File: src/sle_pkg.sv
package sle_pkg;

  localparam int unsigned BUFFER_DEPTH_DEF = 32;
  localparam int unsigned BREAK_LEN        = 9;

  localparam logic [7:0] CH_BEL = 8'h07;
  localparam logic [7:0] CH_BS  = 8'h08;
  localparam logic [7:0] CH_LF  = 8'h0A;
  localparam logic [7:0] CH_CR  = 8'h0D;
  localparam logic [7:0] CH_ETX = 8'h03;
  localparam logic [7:0] CH_NAK = 8'h15;
  localparam logic [7:0] CH_DEL = 8'h7F;
  localparam logic [7:0] CH_US  = 8'h1F;

  typedef enum logic [1:0] {
    KIND_ECHO = 2'd0,
    KIND_LINE = 2'd1,
    KIND_DONE = 2'd2
  } kind_e;

  typedef enum logic [2:0] {
    SRC_CHAR,
    SRC_CR,
    SRC_LF,
    SRC_DEL,
    SRC_BEL,
    SRC_BREAK,
    SRC_STORE,
    SRC_DONE
  } src_e;

  typedef enum logic [2:0] {
    CLS_EOL,
    CLS_ERASE,
    CLS_KILL,
    CLS_BREAK,
    CLS_PRINT,
    CLS_OTHER
  } cls_e;

  typedef enum logic [1:0] {
    CNT_HOLD,
    CNT_INC,
    CNT_DEC,
    CNT_CLEAR
  } cnt_op_e;

  typedef struct packed {
    logic    take_char;
    logic    emit;
    src_e    src;
    kind_e   kind;
    logic    last;
    cnt_op_e cnt_op;
    logic    store_wr;
    logic    rd_en;
    logic    rd_next;
    logic    step_clr;
    logic    step_inc;
  } cmd_t;

  typedef struct packed {
    cls_e cls;
    logic empty;
    logic full;
    logic one_left;
    logic step_first;
    logic break_end;
    logic line_last;
    logic out_free;
  } status_t;

  function automatic logic [7:0] break_char(input logic [3:0] idx);
    logic [7:0] ch;
    ch = 8'h00;
    case (idx)
      4'd0:    ch = 8'h3C;
      4'd1:    ch = 8'h62;
      4'd2:    ch = 8'h72;
      4'd3:    ch = 8'h65;
      4'd4:    ch = 8'h61;
      4'd5:    ch = 8'h6B;
      4'd6:    ch = 8'h3E;
      4'd7:    ch = CH_CR;
      4'd8:    ch = CH_LF;
      default: ch = 8'h00;
    endcase
    return ch;
  endfunction

endpackage

File: src/sle_rx_if.sv
interface sle_rx_if;
  logic       valid;
  logic       ready;
  logic [7:0] rx_char;

  modport source (output valid, output rx_char, input ready);
  modport sink (input valid, input rx_char, output ready);
endinterface

File: src/sle_res_if.sv
interface sle_res_if;
  logic       valid;
  logic       ready;
  logic [1:0] kind;
  logic [7:0] out_char;
  logic [4:0] line_length;
  logic       last;

  modport source (output valid, output kind, output out_char, output line_length,
                  output last, input ready);
  modport sink (input valid, input kind, input out_char, input line_length,
                input last, output ready);
endinterface

File: src/serial_line_editor_top.sv
// Line editor for a serial terminal.
// rx carries one received character per beat; res carries the answers: echo
// bytes (kind 0), the bytes of a finished line (kind 1) and a completion beat
// with the line length (kind 2); last marks the final beat of one character.
// cfg_we_i/cfg_wdata_i set the buffer size; write it only while idle.
// A character is taken when the controller is idle. A single echo or bell is
// loaded into the output register from the decode state, once the character
// register holds the rx beat; the first result of CR, LF, Control-U or
// Control-C is loaded from the state that follows the decode state. While res
// takes every beat, each further result is loaded in the next cycle, limited by
// the single output register and the one-read-per-cycle line store. rx is
// ready again in the cycle after the last result is loaded, while that result
// may still wait to be taken.
// When res is stalled the output register holds its beat and the controller
// waits; nothing is dropped.
// Reset empties the line and sets the buffer size to 32; the line store holds
// no reset value and only entries that were written are sent out.
module serial_line_editor_top #(
  parameter int unsigned BUFFER_DEPTH = sle_pkg::BUFFER_DEPTH_DEF
) (
  input  logic       clk_i,
  input  logic       rst_ni,
  sle_rx_if.sink     rx,
  sle_res_if.source  res,
  input  logic       cfg_we_i,
  input  logic [5:0] cfg_wdata_i
);
  import sle_pkg::*;

  cmd_t    cmd;
  status_t st;

  sle_ctrl u_ctrl (
    .clk_i      (clk_i),
    .rst_ni     (rst_ni),
    .in_valid_i (rx.valid),
    .in_ready_o (rx.ready),
    .st_i       (st),
    .cmd_o      (cmd)
  );

  sle_dp #(
    .BUFFER_DEPTH (BUFFER_DEPTH)
  ) u_dp (
    .clk_i       (clk_i),
    .rst_ni      (rst_ni),
    .cmd_i       (cmd),
    .st_o        (st),
    .rx_char_i   (rx.rx_char),
    .cfg_we_i    (cfg_we_i),
    .cfg_wdata_i (cfg_wdata_i),
    .out_ready_i (res.ready),
    .out_valid_o (res.valid),
    .out_kind_o  (res.kind),
    .out_char_o  (res.out_char),
    .out_len_o   (res.line_length),
    .out_last_o  (res.last)
  );

  a_emit_free: assert property (@(posedge clk_i) disable iff (!rst_ni)
    cmd.emit |-> st.out_free)
    else $error("result loaded over an untaken beat");

  a_store_room: assert property (@(posedge clk_i) disable iff (!rst_ni)
    cmd.store_wr |-> !st.full && cmd.cnt_op == CNT_INC)
    else $error("character stored into a full line");

  a_dec_nonempty: assert property (@(posedge clk_i) disable iff (!rst_ni)
    cmd.cnt_op == CNT_DEC |-> !st.empty)
    else $error("erase on an empty line");

  a_done_last: assert property (@(posedge clk_i) disable iff (!rst_ni)
    res.valid && res.kind == KIND_DONE |-> res.last)
    else $error("completion beat without last");

endmodule

File: src/sle_dp.sv
module sle_dp #(
  parameter int unsigned BUFFER_DEPTH = 32
) (
  input  logic             clk_i,
  input  logic             rst_ni,
  input  sle_pkg::cmd_t    cmd_i,
  output sle_pkg::status_t st_o,
  input  logic [7:0]       rx_char_i,
  input  logic             cfg_we_i,
  input  logic [5:0]       cfg_wdata_i,
  input  logic             out_ready_i,
  output logic             out_valid_o,
  output logic [1:0]       out_kind_o,
  output logic [7:0]       out_char_o,
  output logic [4:0]       out_len_o,
  output logic             out_last_o
);
  import sle_pkg::*;

  localparam int unsigned AW = (BUFFER_DEPTH > 1) ? $clog2(BUFFER_DEPTH) : 1;
  localparam logic [5:0] CapMax = (BUFFER_DEPTH - 1 > 31) ? 6'd31 : 6'(BUFFER_DEPTH - 1);

  logic [7:0]    mem_q [BUFFER_DEPTH];
  logic [7:0]    rd_q;
  logic [7:0]    char_q;
  logic [4:0]    fill_q, fill_d;
  logic [4:0]    step_q, step_d;
  logic [5:0]    limit_q;
  logic [5:0]    lim_m1, cap;
  logic [AW-1:0] rd_addr, wr_addr;
  logic          out_valid_q;
  logic [1:0]    kind_q;
  logic [7:0]    ochar_q, ochar_d;
  logic [4:0]    len_q;
  logic          last_q;
  logic          out_free;

  assign lim_m1   = (limit_q == 6'd0) ? 6'd0 : limit_q - 6'd1;
  assign cap      = (lim_m1 > CapMax) ? CapMax : lim_m1;
  assign out_free = !out_valid_q || out_ready_i;

  always_comb begin
    if (char_q == CH_CR || char_q == CH_LF) begin
      st_o.cls = CLS_EOL;
    end else if (char_q == CH_DEL || char_q == CH_BS) begin
      st_o.cls = CLS_ERASE;
    end else if (char_q == CH_NAK) begin
      st_o.cls = CLS_KILL;
    end else if (char_q == CH_ETX) begin
      st_o.cls = CLS_BREAK;
    end else if (char_q > CH_US && char_q < CH_DEL) begin
      st_o.cls = CLS_PRINT;
    end else begin
      st_o.cls = CLS_OTHER;
    end
    st_o.empty      = (fill_q == 5'd0);
    st_o.full       = ({1'b0, fill_q} >= cap);
    st_o.one_left   = (fill_q == 5'd1);
    st_o.step_first = (step_q == 5'd0);
    st_o.break_end  = (step_q == 5'(BREAK_LEN - 1));
    st_o.line_last  = (step_q == fill_q - 5'd1);
    st_o.out_free   = out_free;
  end

  always_comb begin
    fill_d = fill_q;
    case (cmd_i.cnt_op)
      CNT_INC:   fill_d = fill_q + 5'd1;
      CNT_DEC:   fill_d = fill_q - 5'd1;
      CNT_CLEAR: fill_d = 5'd0;
      default:   fill_d = fill_q;
    endcase
    step_d = step_q;
    if (cmd_i.step_clr) begin
      step_d = 5'd0;
    end else if (cmd_i.step_inc) begin
      step_d = step_q + 5'd1;
    end
  end

  always_ff @(posedge clk_i or negedge rst_ni) begin
    if (!rst_ni) begin
      fill_q  <= 5'd0;
      step_q  <= 5'd0;
      limit_q <= 6'd32;
    end else begin
      fill_q <= fill_d;
      step_q <= step_d;
      if (cfg_we_i) begin
        limit_q <= cfg_wdata_i;
      end
    end
  end

  always_ff @(posedge clk_i) begin
    if (cmd_i.take_char) begin
      char_q <= rx_char_i;
    end
  end

  // line store
  assign wr_addr = AW'(fill_q);
  assign rd_addr = cmd_i.rd_next ? AW'({1'b0, step_q} + 6'd1) : '0;

  always_ff @(posedge clk_i) begin
    if (cmd_i.store_wr) begin
      mem_q[wr_addr] <= char_q;
    end
  end

  always_ff @(posedge clk_i) begin
    if (cmd_i.rd_en) begin
      rd_q <= mem_q[rd_addr];
    end
  end

  always_comb begin
    case (cmd_i.src)
      SRC_CHAR:  ochar_d = char_q;
      SRC_CR:    ochar_d = CH_CR;
      SRC_LF:    ochar_d = CH_LF;
      SRC_DEL:   ochar_d = CH_DEL;
      SRC_BEL:   ochar_d = CH_BEL;
      SRC_BREAK: ochar_d = break_char(step_q[3:0]);
      SRC_STORE: ochar_d = rd_q;
      default:   ochar_d = 8'h00;
    endcase
  end

  // output register
  always_ff @(posedge clk_i or negedge rst_ni) begin
    if (!rst_ni) begin
      out_valid_q <= 1'b0;
    end else if (cmd_i.emit) begin
      out_valid_q <= 1'b1;
    end else if (out_ready_i) begin
      out_valid_q <= 1'b0;
    end
  end

  always_ff @(posedge clk_i) begin
    if (cmd_i.emit) begin
      kind_q  <= cmd_i.kind;
      ochar_q <= ochar_d;
      len_q   <= (cmd_i.src == SRC_DONE) ? fill_q : 5'd0;
      last_q  <= cmd_i.last;
    end
  end

  assign out_valid_o = out_valid_q;
  assign out_kind_o  = kind_q;
  assign out_char_o  = ochar_q;
  assign out_len_o   = len_q;
  assign out_last_o  = last_q;

endmodule

File: src/sle_ctrl.sv
module sle_ctrl (
  input  logic             clk_i,
  input  logic             rst_ni,
  input  logic             in_valid_i,
  output logic             in_ready_o,
  input  sle_pkg::status_t st_i,
  output sle_pkg::cmd_t    cmd_o
);
  import sle_pkg::*;

  localparam logic [2:0] S_IDLE    = 3'd0;
  localparam logic [2:0] S_DECODE  = 3'd1;
  localparam logic [2:0] S_NEWLINE = 3'd2;
  localparam logic [2:0] S_LINE    = 3'd3;
  localparam logic [2:0] S_DONE    = 3'd4;
  localparam logic [2:0] S_KILL    = 3'd5;
  localparam logic [2:0] S_BREAK   = 3'd6;

  logic [2:0] state_q, state_d;

  always_comb begin
    cmd_o      = '0;
    state_d    = state_q;
    in_ready_o = 1'b0;
    unique case (state_q)
      S_IDLE: begin
        in_ready_o = 1'b1;
        if (in_valid_i) begin
          cmd_o.take_char = 1'b1;
          state_d         = S_DECODE;
        end
      end
      S_DECODE: begin
        unique case (st_i.cls) inside
          CLS_EOL: begin
            cmd_o.step_clr = 1'b1;
            state_d        = S_NEWLINE;
          end
          CLS_ERASE: begin
            if (st_i.out_free) begin
              cmd_o.emit = 1'b1;
              cmd_o.last = 1'b1;
              if (st_i.empty) begin
                cmd_o.src = SRC_BEL;
              end else begin
                cmd_o.src    = SRC_DEL;
                cmd_o.cnt_op = CNT_DEC;
              end
              state_d = S_IDLE;
            end
          end
          CLS_KILL: begin
            state_d = st_i.empty ? S_IDLE : S_KILL;
          end
          CLS_BREAK: begin
            cmd_o.step_clr = 1'b1;
            cmd_o.cnt_op   = CNT_CLEAR;
            state_d        = S_BREAK;
          end
          CLS_PRINT, CLS_OTHER: begin
            if (st_i.full) begin
              if (st_i.out_free) begin
                cmd_o.emit = 1'b1;
                cmd_o.last = 1'b1;
                cmd_o.src  = SRC_BEL;
                state_d    = S_IDLE;
              end
            end else if (st_i.cls == CLS_PRINT) begin
              if (st_i.out_free) begin
                cmd_o.emit     = 1'b1;
                cmd_o.last     = 1'b1;
                cmd_o.src      = SRC_CHAR;
                cmd_o.store_wr = 1'b1;
                cmd_o.cnt_op   = CNT_INC;
                state_d        = S_IDLE;
              end
            end else begin
              state_d = S_IDLE;
            end
          end
          default: state_d = S_IDLE;
        endcase
      end
      S_NEWLINE: begin
        if (st_i.out_free) begin
          cmd_o.emit = 1'b1;
          if (st_i.step_first) begin
            cmd_o.src      = SRC_CR;
            cmd_o.step_inc = 1'b1;
          end else begin
            cmd_o.src      = SRC_LF;
            cmd_o.rd_en    = 1'b1;
            cmd_o.step_clr = 1'b1;
            state_d        = st_i.empty ? S_DONE : S_LINE;
          end
        end
      end
      S_LINE: begin
        if (st_i.out_free) begin
          cmd_o.emit = 1'b1;
          cmd_o.src  = SRC_STORE;
          cmd_o.kind = KIND_LINE;
          if (st_i.line_last) begin
            state_d = S_DONE;
          end else begin
            cmd_o.rd_en    = 1'b1;
            cmd_o.rd_next  = 1'b1;
            cmd_o.step_inc = 1'b1;
          end
        end
      end
      S_DONE: begin
        if (st_i.out_free) begin
          cmd_o.emit   = 1'b1;
          cmd_o.src    = SRC_DONE;
          cmd_o.kind   = KIND_DONE;
          cmd_o.last   = 1'b1;
          cmd_o.cnt_op = CNT_CLEAR;
          state_d      = S_IDLE;
        end
      end
      S_KILL: begin
        if (st_i.out_free) begin
          cmd_o.emit   = 1'b1;
          cmd_o.src    = SRC_DEL;
          cmd_o.cnt_op = CNT_DEC;
          if (st_i.one_left) begin
            cmd_o.last = 1'b1;
            state_d    = S_IDLE;
          end
        end
      end
      S_BREAK: begin
        if (st_i.out_free) begin
          cmd_o.emit     = 1'b1;
          cmd_o.src      = SRC_BREAK;
          cmd_o.step_inc = 1'b1;
          if (st_i.break_end) begin
            cmd_o.last = 1'b1;
            state_d    = S_IDLE;
          end
        end
      end
      default: state_d = S_IDLE;
    endcase
  end

  always_ff @(posedge clk_i or negedge rst_ni) begin
    if (!rst_ni) begin
      state_q <= S_IDLE;
    end else begin
      state_q <= state_d;
    end
  end

endmodule
File: src/flat_wrapper.sv
// flat-port wrapper written by rule: the top's interface ports become plain ports
module serial_line_editor_top_flat import sle_pkg::*;
#(
  parameter int unsigned BUFFER_DEPTH = sle_pkg::BUFFER_DEPTH_DEF
)
  (clk_i, rst_ni, cfg_we_i, cfg_wdata_i, rx_valid, rx_rx_char, rx_ready, res_valid, res_kind, res_out_char, res_line_length, res_last, res_ready);
  sle_rx_if rx_i ();
  sle_res_if res_i ();
  input  logic clk_i;
  input  logic rst_ni;
  input  logic cfg_we_i;
  input  logic [5:0] cfg_wdata_i;
  input wire logic [$bits(rx_i.valid)-1:0] rx_valid;
  input wire logic [$bits(rx_i.rx_char)-1:0] rx_rx_char;
  output wire logic [$bits(rx_i.ready)-1:0] rx_ready;
  output wire logic [$bits(res_i.valid)-1:0] res_valid;
  output wire logic [$bits(res_i.kind)-1:0] res_kind;
  output wire logic [$bits(res_i.out_char)-1:0] res_out_char;
  output wire logic [$bits(res_i.line_length)-1:0] res_line_length;
  output wire logic [$bits(res_i.last)-1:0] res_last;
  input wire logic [$bits(res_i.ready)-1:0] res_ready;
  assign rx_i.valid = rx_valid;
  assign rx_i.rx_char = rx_rx_char;
  assign rx_ready = rx_i.ready;
  assign res_valid = res_i.valid;
  assign res_kind = res_i.kind;
  assign res_out_char = res_i.out_char;
  assign res_line_length = res_i.line_length;
  assign res_last = res_i.last;
  assign res_i.ready = res_ready;
  serial_line_editor_top #(.BUFFER_DEPTH(BUFFER_DEPTH)) u_core (.clk_i(clk_i), .rst_ni(rst_ni), .rx(rx_i), .res(res_i), .cfg_we_i(cfg_we_i), .cfg_wdata_i(cfg_wdata_i));
endmodule
File: config.mk
export PLATFORM = sky130hd
export DESIGN_NAME = serial_line_editor_top_flat
export DESIGN_NICKNAME = d
export VERILOG_FILES = /design/src/sle_pkg.sv /design/src/sle_rx_if.sv /design/src/sle_res_if.sv /design/src/serial_line_editor_top.sv /design/src/sle_dp.sv /design/src/sle_ctrl.sv /design/src/flat_wrapper.sv
export SDC_FILE = /design/constraint.sdc
export NUM_CORES = 1
export LEC_CHECK = 0
export BUFFER_PORTS_ARGS = -buffer_cell sky130_fd_sc_hd__buf_2
export CORE_ASPECT_RATIO = 1.2
export CORE_MARGIN = 2
export CORE_UTILIZATION = 35
export DETAILED_ROUTE_END_ITERATION = 10
export GPL_ROUTABILITY_DRIVEN = 0
export PLACE_DENSITY = 0.62
export SYNTH_ARGS = -nofsm -noshare
export SYNTH_HDL_FRONTEND = slang
export SYNTH_SLANG_ARGS = --single-unit
File: constraint.sdc
create_clock -name clk_i -period 3.7 [get_ports clk_i]
set_input_delay 0.37 -clock clk_i [delete_from_list [all_inputs] [get_ports clk_i]]
set_output_delay 0.37 -clock clk_i [all_outputs]
set_load 0.05 [all_outputs]
## Word level (Yosys, flattened, before mapping)

Memories as Yosys holds them, arrays and structs flattened. A register that Yosys moved wholly into a read port is not among the register bits.
Cells that the tools add are included.

- Latch bits: 0
- Output and inout bits: 18
- Bits in registers: 44
- Bits in writable memories: 256
- Logic and storage cells: 155
- Memories kept: 2
- Bits in read-only memories: 112

Memory list:

| memory | depth | bits a word | rd ports | clocked after memory_dff | write ports | RTL line | source |
|---|---|---|---|---|---|---|---|
| u_core.u_dp.mem_q | 32 | 8 | 1 | 1 | 1 | sle_dp.sv:23 | `logic [7:0] mem_q [BUFFER_DEPTH];` |
| (no name shown) | 16 | 7 | 1 | 0 | 0 | sle_pkg.sv:76 | `case (idx)` |

- Div/mod/pow operators: 0
- Add/subtract/negate cells: 5
- Reductions and logical operators: 17
- Equal/unequal tests: 39
- Order comparisons: 4
- Bitwise gates (word level): 0
- $mul: 0
- Multiplexer cells: 78
- Shifts and indexed selects: 0

Operator list:

| operator | number |
|---|---|
| $mux 3 | 21 |
| $pmux 8 s7 | 1 |
| $mux 4 | 9 |
| $eq 3x3->1 const B | 9 |
| $eq 8x4->1 const B | 3 |
| $pmux 4 s6 | 1 |
| $mux 1 | 22 |
| $pmux 3 s7 | 1 |
| $eq 3x2->1 const B | 6 |
| $mux 6 | 3 |
| $add 5x1->5 const B | 3 |
| $mux 5 | 3 |
| $pmux 3 s5 | 1 |
| $pmux 5 s3 | 1 |
| $ne 2x2->1 const B | 6 |
| $pmux 2 s3 | 2 |
| $logic_not 5->1 | 2 |
| $mux 2 | 5 |
| $eq 3x1->1 const B | 3 |
| $logic_not 3->1 | 3 |
| $mux 9 | 1 |
| $reduce_and 9->1 | 1 |
| $eq 8x2->1 const B | 1 |
| $eq 8x5->1 const B | 1 |
| other kinds (25) | 34 |

## Depth between registers and ports, before layout

Gate-level depths: netlist of run 1.

- Word-level depth: 14
- Mapped depth: 12
- Gate-level depth less buffers: 12

## Hierarchy

From an unflattened synthesis of run 1, not the netlist that was laid out.

- Cell total of the unflattened synthesis: 940
- Area total of the unflattened synthesis: 13616.8 sq um

Modules (own cells, without submodules):

| module | cells each | area each (sq um) | instances | seq. area each (sq um) |
|---|---|---|---|---|
| sle_dp | 836 | 12928.6 | 1 | 9075.0 |
| sle_ctrl | 104 | 688.2 | 1 | 75.1 |

## Worst setup path after synthesis of run 1

No wires, ideal clock.

- Path type: reg2reg
- Start: reg u_core.u_dp.char_q[0]
- End: reg u_core.u_dp.ochar_q[0] (netlist: u_core.u_dp.out_char_o[0]) (enable)
- Arrival time: 3.143 ns
- Setup slack: 0.148 ns
- Data required time: 3.291 ns
- Cell stages (with the launch flop): 8
- Path through: edfxtp_1 -> clkbuf_1 -> nand2_1 -> or3_1 -> a21oi_1 -> a21o_1 -> a21boi_0 -> nor3_1

RTL lines:

| element | RTL line | source |
|---|---|---|
| start: declaration | sle_dp.sv:25 | `logic [7:0] char_q;` |
| start signal: assignment | sle_dp.sv:97 | `char_q <= rx_char_i;` |
| end signal: assignment | sle_dp.sv:144 | `ochar_q <= ochar_d;` |
| end: declaration | sle_dp.sv:33 | `logic [7:0] ochar_q, ochar_d;` |

## Final worst setup path of run 1

- Start: reg u_core.u_dp.step_q[0]
- End: reg u_core.u_dp.rd_q[6] (read register of u_core.u_dp.mem_q), data pin

- Longest elaborated chain between the ends: 5

RTL lines:

| element | RTL line | source |
|---|---|---|
| start: declaration | sle_dp.sv:27 | `logic [4:0] step_q, step_d;` |
| start signal: assignment | sle_dp.sv:88 | `step_q <= step_d;` |
| $eq 5x5->1 | sle_dp.sv:61 | `st_o.line_last = (step_q == fill_q - 5'd1);` |
| $mux 2 | sle_ctrl.sv:103 | `if (st_i.line_last) begin` |
| $mux 2 | sle_ctrl.sv:99 | `if (st_i.out_free) begin` |
| $mux 1 | sle_ctrl.sv:25 | `unique case (state_q)` |
| $mux 5 | sle_dp.sv:103 | `assign rd_addr = cmd_i.rd_next ? AW'({1'b0, step_q} + 6'd1) : '0;` |
| end: declaration | sle_dp.sv:24 | `logic [7:0] rd_q;` |

Several ways; a longest one is shown, not always the timed one.
A chain may end at the register's enable or synchronous reset.

==> results of run 1 <==
## flip-flops by register name, summed over array words and instances (netlist names), 2 cells and up
signal / flops
u_core.u_dp.mem_q: 256
u_core.u_dp.char_q: 8
u_core.u_dp.out_char_o: 8
u_core.u_dp.rd_q: 8
u_core.u_dp.limit_q: 6
u_core.u_dp.fill_q: 5
u_core.u_dp.out_len_o: 5
u_core.u_dp.step_q: 5
u_core.u_ctrl.state_q: 3
u_core.u_dp.out_kind_o: 2
## worst min-delay path by stage
stage                       start                                   end  slack, ps  cells past startpoint
detailed placement         rst_ni    u_core.u_dp.limit_q[1]$_DFFE_PN0P_        390                      1
global route        rx_rx_char[0]       u_core.u_dp.char_q[0]$_DFFE_PP_         20                      1
floorplan                  rst_ni  u_core.u_ctrl.state_q[0]$_DFFE_PN0P_         70                      0
CTS                 rx_rx_char[5]       u_core.u_dp.char_q[5]$_DFFE_PP_         20                      1
finish              rx_rx_char[6]       u_core.u_dp.char_q[6]$_DFFE_PP_         40                      1
global placement           rst_ni    u_core.u_dp.limit_q[1]$_DFFE_PN0P_        380                      1
## layout make-up
cell class                 count  area (um2)  area share, %
multi-input combinational    600        4300           26.6
clock buffer                  46         927           5.75
clock inverter                14         128          0.792
inverter                      20        75.1          0.466
tap                          526         658           4.08
timing repair buffer         126         883           5.48
sequential                   308        9150           56.8
## power groups by stage
stage	registers [W]	logic (W)	clock network, W
after floorplan	0.00468	0.00137	0
after global placement	0.00434	0.00251	0
after detailed placement	0.00434	0.00253	0
after CTS	0.00427	0.00254	0.00328
after global routing	0.00430	0.00276	0.00342
final	0.00427	0.00256	0.00323
## logic make-up (layout without fill, tap and decap cells)
kind of cell / Yosys count / in the layout / synth area share [%]
and+or+nand+nor: 292 / 292 / 10.8
buffers and inverters: 75 / 206 / 2.52
AOI/OAI and AO/OA: 207 / 207 / 11.1
muxes: 65 / 65 / 6.32
xor gates and xnor gates: 19 / 19 / 1.21
adders and majority gates: 17 / 17 / 1.55
DFF: 308 / 308 / 66.6
## what timing repair did
| item | 4_1_cts | 5_1_grt |
|---|---|---|
| setup endpoints to repair | 0 | 75 |
| hold buffers | 1 | 0 |
| resized for setup | 0 | 5 |
| hold endpoints to repair | 19 | 0 |
## metrics by stage
step           total power, W  setup slack, ps  utilization [%]  instances
6_report               0.0101             90.6             41.6       1640
3_5_place_dp          0.00688             53.4             38.8       1579
4_1_cts                0.0101             40.1             41.6       1640
3_3_place_gp          0.00686              202             38.8       1579
5_1_grt                0.0105            0.595             41.6       1640
2_1_floorplan         0.00604              148                -        983
## per-layer routing
layer  GRT usage [%]  vias up  share of wire (%)
li1                -     4090                  -
met1            25.2     4593                 42
met2            29.6      373                 47
met3            3.75       71                6.8
met4            6.68        0                3.6
met5               0        -                  0
## Yosys cell counts, types with 4 or more instances
cell       instances
o211a_1            5
o2111a_1           4
nand4b_1           6
and3_1            11
dfrtp_1           19
nand3_1           28
a32o_1             4
ha_1              17
a21boi_0           5
a21oi_1           25
o211ai_1           9
inv_1             19
buf_1              4
and2_1             6
a211oi_1           4
buf_2             18
mux2i_1           35
o21a_1             4
a22o_1             5
nor2_1            71
o2bb2ai_1          8
xnor2_1            9
nor2b_1            6
a31oi_1            5
nand2_1           76
o31ai_1            7
clkbuf_1          28
nand3b_1           4
nand4_1           14
nor4_1             7
a21o_1             4
o221ai_1           4
o311ai_0          16
o22ai_1           19
mux4_2            16
nor3_1            21
o21ai_0           37
edfxtp_1         288
mux2_2            14
xor2_1            10
or3_1              4
nand2b_1          16
or4_1              4
## critical path: stages (launching register included)
cell	delay, ps
dfrtp_4	500
ha_1	290
buf_4	200
a21boi_0	130
a32oi_1	350
nand2_1	240
nand3_1	340
o22ai_1	220
a2111oi_1	700
buf_4	220
nand4_1	140
==> results.json, run 1 <==
{
  "status": "completed",
  "cp-end-kind": "register",
  "crit_start": "u_core.u_dp.step_q[0]$_DFFE_PN0P_",
  "rsz0062_at_grt": "no",
  "dpl-instance-area_um2": 15000,
  "path_clk_slew_ps": 60,
  "tightest_slew_ps": 1080,
  "ys_seq_elements": 308,
  "yosys.area.top_type": "edfxtp_1",
  "p_int_w": 0.00683,
  "power.switching_w": 0.00324,
  "dp_hpwl_mm": 25.9,
  "wl_per_cell_um": 22.9,
  "drt_wl_total_mm": 37.6,
  "fmax_ghz": 0.277,
  "path_class": "reg -> reg",
  "hold_path.class": "in -> reg",
  "insertion_delay_ps": 510,
  "coreArea_um2": 38700,
  "avgSynthCellArea_um2": 14.0,
  "htree_num_levels": 2,
  "drc": 0,
  "antenna_cells": 0,
  "clkPwrFrac_pct": 32.1,
  "pwr-share-comb_pct": 25.5,
  "fillCellCount": 3598,
  "grt_max_degree": 83,
  "dieWidth_um": 185,
  "tns_ps": 0,
  "die_y_um": 221,
  "synthArstFlopShare_pct": 6.49,
  "nNetsFinal": 1126,
  "postCtsSetupBuffers": 0,
  "ys_seq_area_share_pct": 66.6,
  "start_util_pct": 35.5,
  "rows": 79,
  "cts-root-buf": "clkbuf_16",
  "crit_end": "u_core.u_dp.rd_q[6]$_DFFE_PP_",
  "synth_edf_count": 288,
  "num_vias": 9127,
  "seqPwrFrac_pct": 42.5,
  "dieArea_um2": 40900,
  "grt_pass1_vias": 8965,
  "netlist_instances": 983,
  "clockBufferDepth": 3,
  "final_cell_mix": "288 x edfxtp_1, 87 x buf_4, 76 x nand2_1",
  "viasPerCell": 5.57,
  "netSwitchingFraction_pct": 32.1,
  "drive_gt1_share_pct": 20.3,
  "synth_top_cell_area_share_pct": 62.9,
  "r2r-end": "u_core.u_dp.rd_q[6]$_DFFE_PP_",
  "port-buffer-count": 36,
  "period_minus_slack_ps": 3610,
  "start_kind": "register",
  "min_period_over_period_pct": 97.6,
  "synth.net_count": 1019,
  "ys_types": 87,
  "reg2reg_depth": 10,
  "p_leak_nw": 5.45,
  "grt_overflow": 0,
  "fin_area_um2": 16100,
  "setup_viol": 0,
  "cts_made_buffers": 34,
  "grt_pass1_wl_mm": 56.8,
  "cts.sinks": 308,
  "synth_area_um2": 13700,
  "cp_max_fo": 8,
  "final_common_cell": "edfxtp_1",
  "reg2reg_from": "u_core.u_dp.step_q[0]$_DFFE_PN0P_",
  "grt_usage_pct": 18.6,
  "ys_warn_count": 0,
  "cp_data_arrival_time_ps": 3830,
  "peakVddDrop_v": 0.000474,
  "antenna_found_initial": 0,
  "drv_slew": 0,
  "num_io_pins": 37,
  "power.density_nw_per_um2": 625,
  "detail-route-antenna-nets": 0,
  "drtIter0Drc": 1190,
  "reg2reg_slack_ps": 90,
  "finalHoldViolations": 0,
  "holdWs_ps": 38.4,
  "synth_area_leaders": "edfxtp_1 63%, dfrtp_1 3.5%, mux4_2 2.6%, mux2i_1 2.5%, nand2_1 2.1%",
  "max-cap-violations": 0,
  "cts_tree": "yes",
  "fin_worst_skew_ps": 17.5,
  "worst_ep_required_time_ps": 3920,
  "area_growth_pct": 17.3,
  "first_pass_iters": 7,
  "max_slew_margin_pct": 27.3,
  "synth_top_flop_cell": "edfxtp_1"
}
Power figures use the tool's default switching activity.
==> run 2: changes to the inputs <==
- MAX_ROUTING_LAYER: default -> met4
==> run 2 against run 1 <==
Sequential share of layout area unchanged. Cell area unchanged. Total power about the same. Register-to-register slack improved by 70 ps. Die area unchanged. Non-clock buffer count unchanged. Critical path type unchanged. Largest cell class unchanged.
==> results.json, run 2 (same netlist as run 1, synthesis figures left out) <==
{
  "antenna_cells": 0,
  "fin_worst_skew_ps": 15.0,
  "grt_pass1_vias": 8961,
  "cp_max_fo": 8,
  "final_cell_mix": "288 x edfxtp_1, 87 x buf_4, 76 x nand2_1",
  "dpl-instance-area_um2": 15000,
  "antenna_found_initial": 0,
  "met2_usage_pct": 29.6,
  "port-buffer-count": 36,
  "regMostFlops": "u_core.u_dp.mem_q",
  "use_met3_pct": 3.55,
  "worstPathCellList": "ha_1, buf_4, a21boi_0, a32oi_1, nand2_1, nand3_1, o22ai_1, a2111oi_1, buf_4, nand4_1",
  "worstHoldEndpoint": "u_core.u_dp.char_q[6]$_DFFE_PP_",
  "grt_pass1_wl_mm": 56.9,
  "grt_overflow": 0,
  "max_slew_margin_pct": 24.4,
  "dieWidth_um": 185,
  "start_util_pct": 35.5,
  "grt_use_met1_pct": 25.3,
  "critPathBufInv": 2,
  "peakVddDrop_v": 0.000473,
  "hold_start": "rx_rx_char[6]",
  "start_kind": "register",
  "fmax_ghz": 0.283,
  "final_common_cell": "edfxtp_1",
  "power.density_nw_per_um2": 624,
  "tightest_slew_ps": 1120,
  "hold_path.class": "in -> reg",
  "worst_ep_required_time_ps": 3920,
  "status": "completed",
  "num_io_pins": 37,
  "coreArea_um2": 38700,
  "htree_num_levels": 2,
  "detail-route-antenna-nets": 0,
  "max-cap-violations": 0,
  "drt_wl_total_mm": 37.5,
  "wl_per_cell_um": 22.9,
  "crit_family": "compound AO/OA/AOI/OAI gates",
  "path_common_cell": "buf_4",
  "reg2reg_depth": 10,
  "rows": 79,
  "clockBufferDepth": 3,
  "path_clk_slew_ps": 60,
  "cts_made_buffers": 34,
  "postCtsSetupBuffers": 0,
  "cts-root-buf": "clkbuf_16",
  "grt_usage_pct": 19.2,
  "viasPerCell": 5.53,
  "largest_register_ffs": 256,
  "p_leak_nw": 5.45,
  "r2r-end": "u_core.u_dp.rd_q[6]$_DFFE_PP_",
  "cp-end-kind": "register",
  "drive_gt1_share_pct": 20.3,
  "path_class": "reg -> reg",
  "holdWs_ps": 37.0,
  "drtIter0Drc": 1073,
  "grt_max_degree": 83,
  "dp_hpwl_mm": 25.9,
  "cpPeakStageDelay_ps": 660,
  "hold_path_depth": 1,
  "num_vias": 9061,
  "period_minus_slack_ps": 3540,
  "slowest_stage": "a2111oi_1",
  "reg2reg_from": "u_core.u_dp.step_q[0]$_DFFE_PN0P_",
  "cp_data_arrival_time_ps": 3760,
  "fin_area_um2": 16100,
  "min_period_over_period_pct": 95.5,
  "reg2reg_slack_ps": 160,
  "dieArea_um2": 40900,
  "area_growth_pct": 17.3,
  "insertion_delay_ps": 510,
  "drv_slew": 0,
  "setup_viol": 0,
  "cts.sinks": 308,
  "die_y_um": 221,
  "cts_tree": "yes",
  "first_pass_iters": 8,
  "drc": 0,
  "grt-busiest-layer": "met2",
  "nNetsFinal": 1126,
  "finalHoldViolations": 0
}
## run 2: worst max-delay path by stage
| stage | start | to | cells past startpoint |
|---|---|---|---|
| floorplan | u_core.u_dp.char_q[0]$_DFFE_PP_ | u_core.u_dp.out_char_o[0]$_DFFE_PP_ | 7 |
| global placement | u_core.u_dp.limit_q[3]$_DFFE_PN0P_ | u_core.u_dp.out_kind_o[0]$_DFFE_PP_ | 11 |
| detailed placement | u_core.u_dp.limit_q[3]$_DFFE_PN0P_ | u_core.u_dp.out_kind_o[0]$_DFFE_PP_ | 11 |
| CTS | u_core.u_dp.limit_q[3]$_DFFE_PN0P_ | u_core.u_dp.out_len_o[3]$_SDFFCE_PP0P_ | 11 |
| global route | u_core.u_dp.step_q[0]$_DFFE_PN0P_ | u_core.u_dp.rd_q[6]$_DFFE_PP_ | 10 |
| finish | u_core.u_dp.step_q[0]$_DFFE_PN0P_ | u_core.u_dp.rd_q[6]$_DFFE_PP_ | 10 |
## run 2: what timing repair did
action | in CTS | in global routing
gates resized for setup | 0 | 5
hold endpoints to repair | 19 | 0
setup endpoints to repair | 0 | 75
hold buffers | 1 | 0
## run 2: through the flow
stage               setup WS, ps  util, %  setup TNS, ps  total power [W]  instances
finish                       165     41.6              0           0.0101       1640
detailed placement          53.4     38.8              0          0.00688       1579
CTS                         40.1     41.6              0           0.0101       1640
global route               -3.41     41.6          -3.41           0.0105       1640
global placement             202     38.8              0          0.00686       1579
floorplan                    148        -              0          0.00604        983
## run 2: layer usage
| layer | wire [um] | part of all wire, % |
|---|---|---|
| met1 | 15700 | 42 |
| met3 | 2870 | 7.7 |
| met2 | 17600 | 47 |
| met4 | 1290 | 3.4 |
| met5 | 0 | 0 |
## run 2: worst register-to-register path: cells and delay by family (launching register included)
kind                     cells  cell delay, ps
AO/OA/AOI/OAI                4            1350
AND/OR/NAND/NOR              3             700
flip-flops                   1             500
buffers and inverters        2             410
adder cells (fa/ha/maj)      1             290
## run 2: final cells by class
type / count / area, um2
fill: 3598 / 22600
sequential: 308 / 9150
multi-input combinational: 600 / 4300
clock buffer: 46 / 927
timing repair buffer: 126 / 883
tap: 526 / 658
clock inverter: 14 / 128
inverter: 20 / 75.1
## run 2: power by group
group,internal [W],total (W),switching [W]
Combinational,0.000776,0.00256,0.00178
Clock,0.00190,0.00323,0.00133
Sequential,0.00415,0.00427,0.000120
Total,0.00683,0.0101,0.00323
==> run 3: changes to the inputs <==
- CORE_MARGIN: 2 -> 8
==> run 3 against run 2 <==
Sequential power about the same. Clock power about the same. First-iteration DRC count decreased by 16%. Critical path type unchanged. Highest routed layer unchanged.
==> results.json, run 3 (same netlist as run 1, synthesis figures left out) <==
{
  "hold_path.class": "in -> reg",
  "max-cap-violations": 0,
  "min_period_over_period_pct": 90.6,
  "detail-route-antenna-nets": 0,
  "grt_usage_pct": 16.7,
  "drv_slew": 0,
  "antenna_found_initial": 0,
  "postCtsSetupBuffers": 0,
  "netSwitchingFraction_pct": 32.0,
  "dp_hpwl_mm": 25.9,
  "dieWidth_um": 197,
  "final_common_cell": "edfxtp_1",
  "grt_pass1_vias": 8845,
  "p_leak_nw": 5.42,
  "drive_gt1_share_pct": 19.6,
  "cts_made_buffers": 34,
  "fin_worst_skew_ps": 13.1,
  "grt_max_degree": 71,
  "die_y_um": 233,
  "cp-end-kind": "register",
  "setup_viol": 0,
  "rows": 79,
  "final_cell_mix": "288 x edfxtp_1, 81 x buf_4, 76 x nand2_1",
  "p_int_w": 0.00686,
  "port-buffer-count": 36,
  "nNetsFinal": 1120,
  "drc": 0,
  "cts-root-buf": "clkbuf_16",
  "start_util_pct": 35.5,
  "status": "completed",
  "largest_register_ffs": 256,
  "viasPerCell": 5.57,
  "dp_cells": 1573,
  "drtIter0Drc": 906,
  "cts_tree": "yes",
  "path_clk_slew_ps": 60,
  "num_vias": 9087,
  "cp_data_arrival_time_ps": 3620,
  "clkPwrFrac_pct": 32.2,
  "regMostFlops": "u_core.u_dp.mem_q",
  "htree_num_levels": 2,
  "drt_wl_total_mm": 37.6,
  "insertion_delay_ps": 520,
  "fin_cells": 1630,
  "tightest_slew_ps": 821,
  "dieArea_um2": 45900,
  "period_minus_slack_ps": 3350,
  "worst_ep_required_time_ps": 3960,
  "first_pass_iters": 6,
  "area_growth_pct": 16.9,
  "antenna_cells": 0,
  "path_class": "reg -> reg",
  "grt_overflow": 0,
  "coreArea_um2": 38700,
  "clockBufferDepth": 3,
  "fmax_ghz": 0.298,
  "max_slew_margin_pct": 44.5,
  "fillCellCount": 3585,
  "start_kind": "register",
  "peakVddDrop_v": 0.000402,
  "num_io_pins": 37,
  "grt_pass1_wl_mm": 56.6,
  "seqPwrFrac_pct": 42.6,
  "wl_per_cell_um": 23.1,
  "cp_max_fo": 70,
  "pwr-share-comb_pct": 25.1,
  "holdWs_ps": 29.3,
  "finalHoldViolations": 0,
  "power.switching_w": 0.00324,
  "power.density_nw_per_um2": 628,
  "cts.sinks": 308
}
-- run 3: changes by cell type in the layout (fill, tap and decap cells not counted), moves of 2 or more --
cell        delta
buf_4          -6
clkbuf_1       -2
clkinv_2       -2
clkinv_4       -2
clkinvlp_4     +2
-- run 3: power by group through the flow --
stage	Sequential (W)	Clock, W	Combinational (W)
detailed placement	0.00437	0	0.00253
finish	0.00430	0.00326	0.00254
CTS	0.00430	0.00331	0.00253
floorplan	0.00468	0	0.00137
global route	0.00432	0.00344	0.00272
global placement	0.00437	0	0.00251
-- run 3: worst paths after layout --
check | start | end | slack [ps] | cells past startpoint
worst max register to register | u_core.u_dp.step_q[0]$_DFFE_PN0P_ | u_core.u_dp.rd_q[5]$_DFFE_PP_ | 350 | 8
min in group asynchronous | rst_ni | u_core.u_dp.limit_q[4]$_DFFE_PN0P_ | 360 | 2
worst min register to register | u_core.u_dp.rd_q[7]$_DFFE_PP_ | u_core.u_dp.out_char_o[7]$_DFFE_PP_ | 560 | 1
worst max-delay path | u_core.u_dp.step_q[0]$_DFFE_PN0P_ | u_core.u_dp.rd_q[5]$_DFFE_PP_ | 350 | 8
max in group asynchronous | rst_ni | u_core.u_dp.step_q[0]$_DFFE_PN0P_ | 2970 | 2
worst min-delay path | rx_rx_char[3] | u_core.u_dp.char_q[3]$_DFFE_PP_ | 30 | 1
-- run 3: worst max-delay path, cell delays in order (launching register included) --
cell      delay [ps]
dfrtp_4          430
buf_12           370
clkinv_1         170
ha_1             520
nor2_1           170
and3_1           300
a22o_1           240
or4_1            510
or3_1            360
-- run 3: layer usage --
metal	routed length (um)	up-vias	part of all wire, %	GRT usage, %
met5	0	-	0	-
met4	1410	0	3.7	6.94
met1	15600	4541	42	21.3
met3	2690	76	7.1	2.59
li1	-	4067	-	-
met2	17900	403	48	26.4
-- run 3: what timing repair did --
| item | 4_1_cts | 5_1_grt |
|---|---|---|
| resized for setup | 0 | 2 |
| hold endpoints to repair | 19 | 0 |
| setup endpoints to repair | 0 | 30 |
| hold buffers | 1 | 0 |
-- run 3: cell type report --
type	count	area (um2)	share of cell area, %
flip-flops and latches	308	9150	57.0
multi-input cells	600	4290	26.7
clock buffers	43	906	5.64
repair buffers	120	838	5.22
well taps	526	658	4.10
clock inverters	13	145	0.903
inverters	20	75.1	0.467
-- run 3: metrics by stage --
step | TNS [ps] | power [W] | cell area (um2) | utilization, % | setup slack (ps)
3_5_place_dp | 0 | 0.00690 | 15000 | 38.7 | 103
2_1_floorplan | 0 | 0.00604 | 13700 | - | 148
3_3_place_gp | 0 | 0.00688 | 15000 | 38.7 | 157
4_1_cts | 0 | 0.0101 | 16100 | 41.4 | 99.9
6_report | 0 | 0.0101 | 16100 | 41.5 | 347
5_1_grt | -76.0 | 0.0105 | 16100 | 41.5 | -13.4
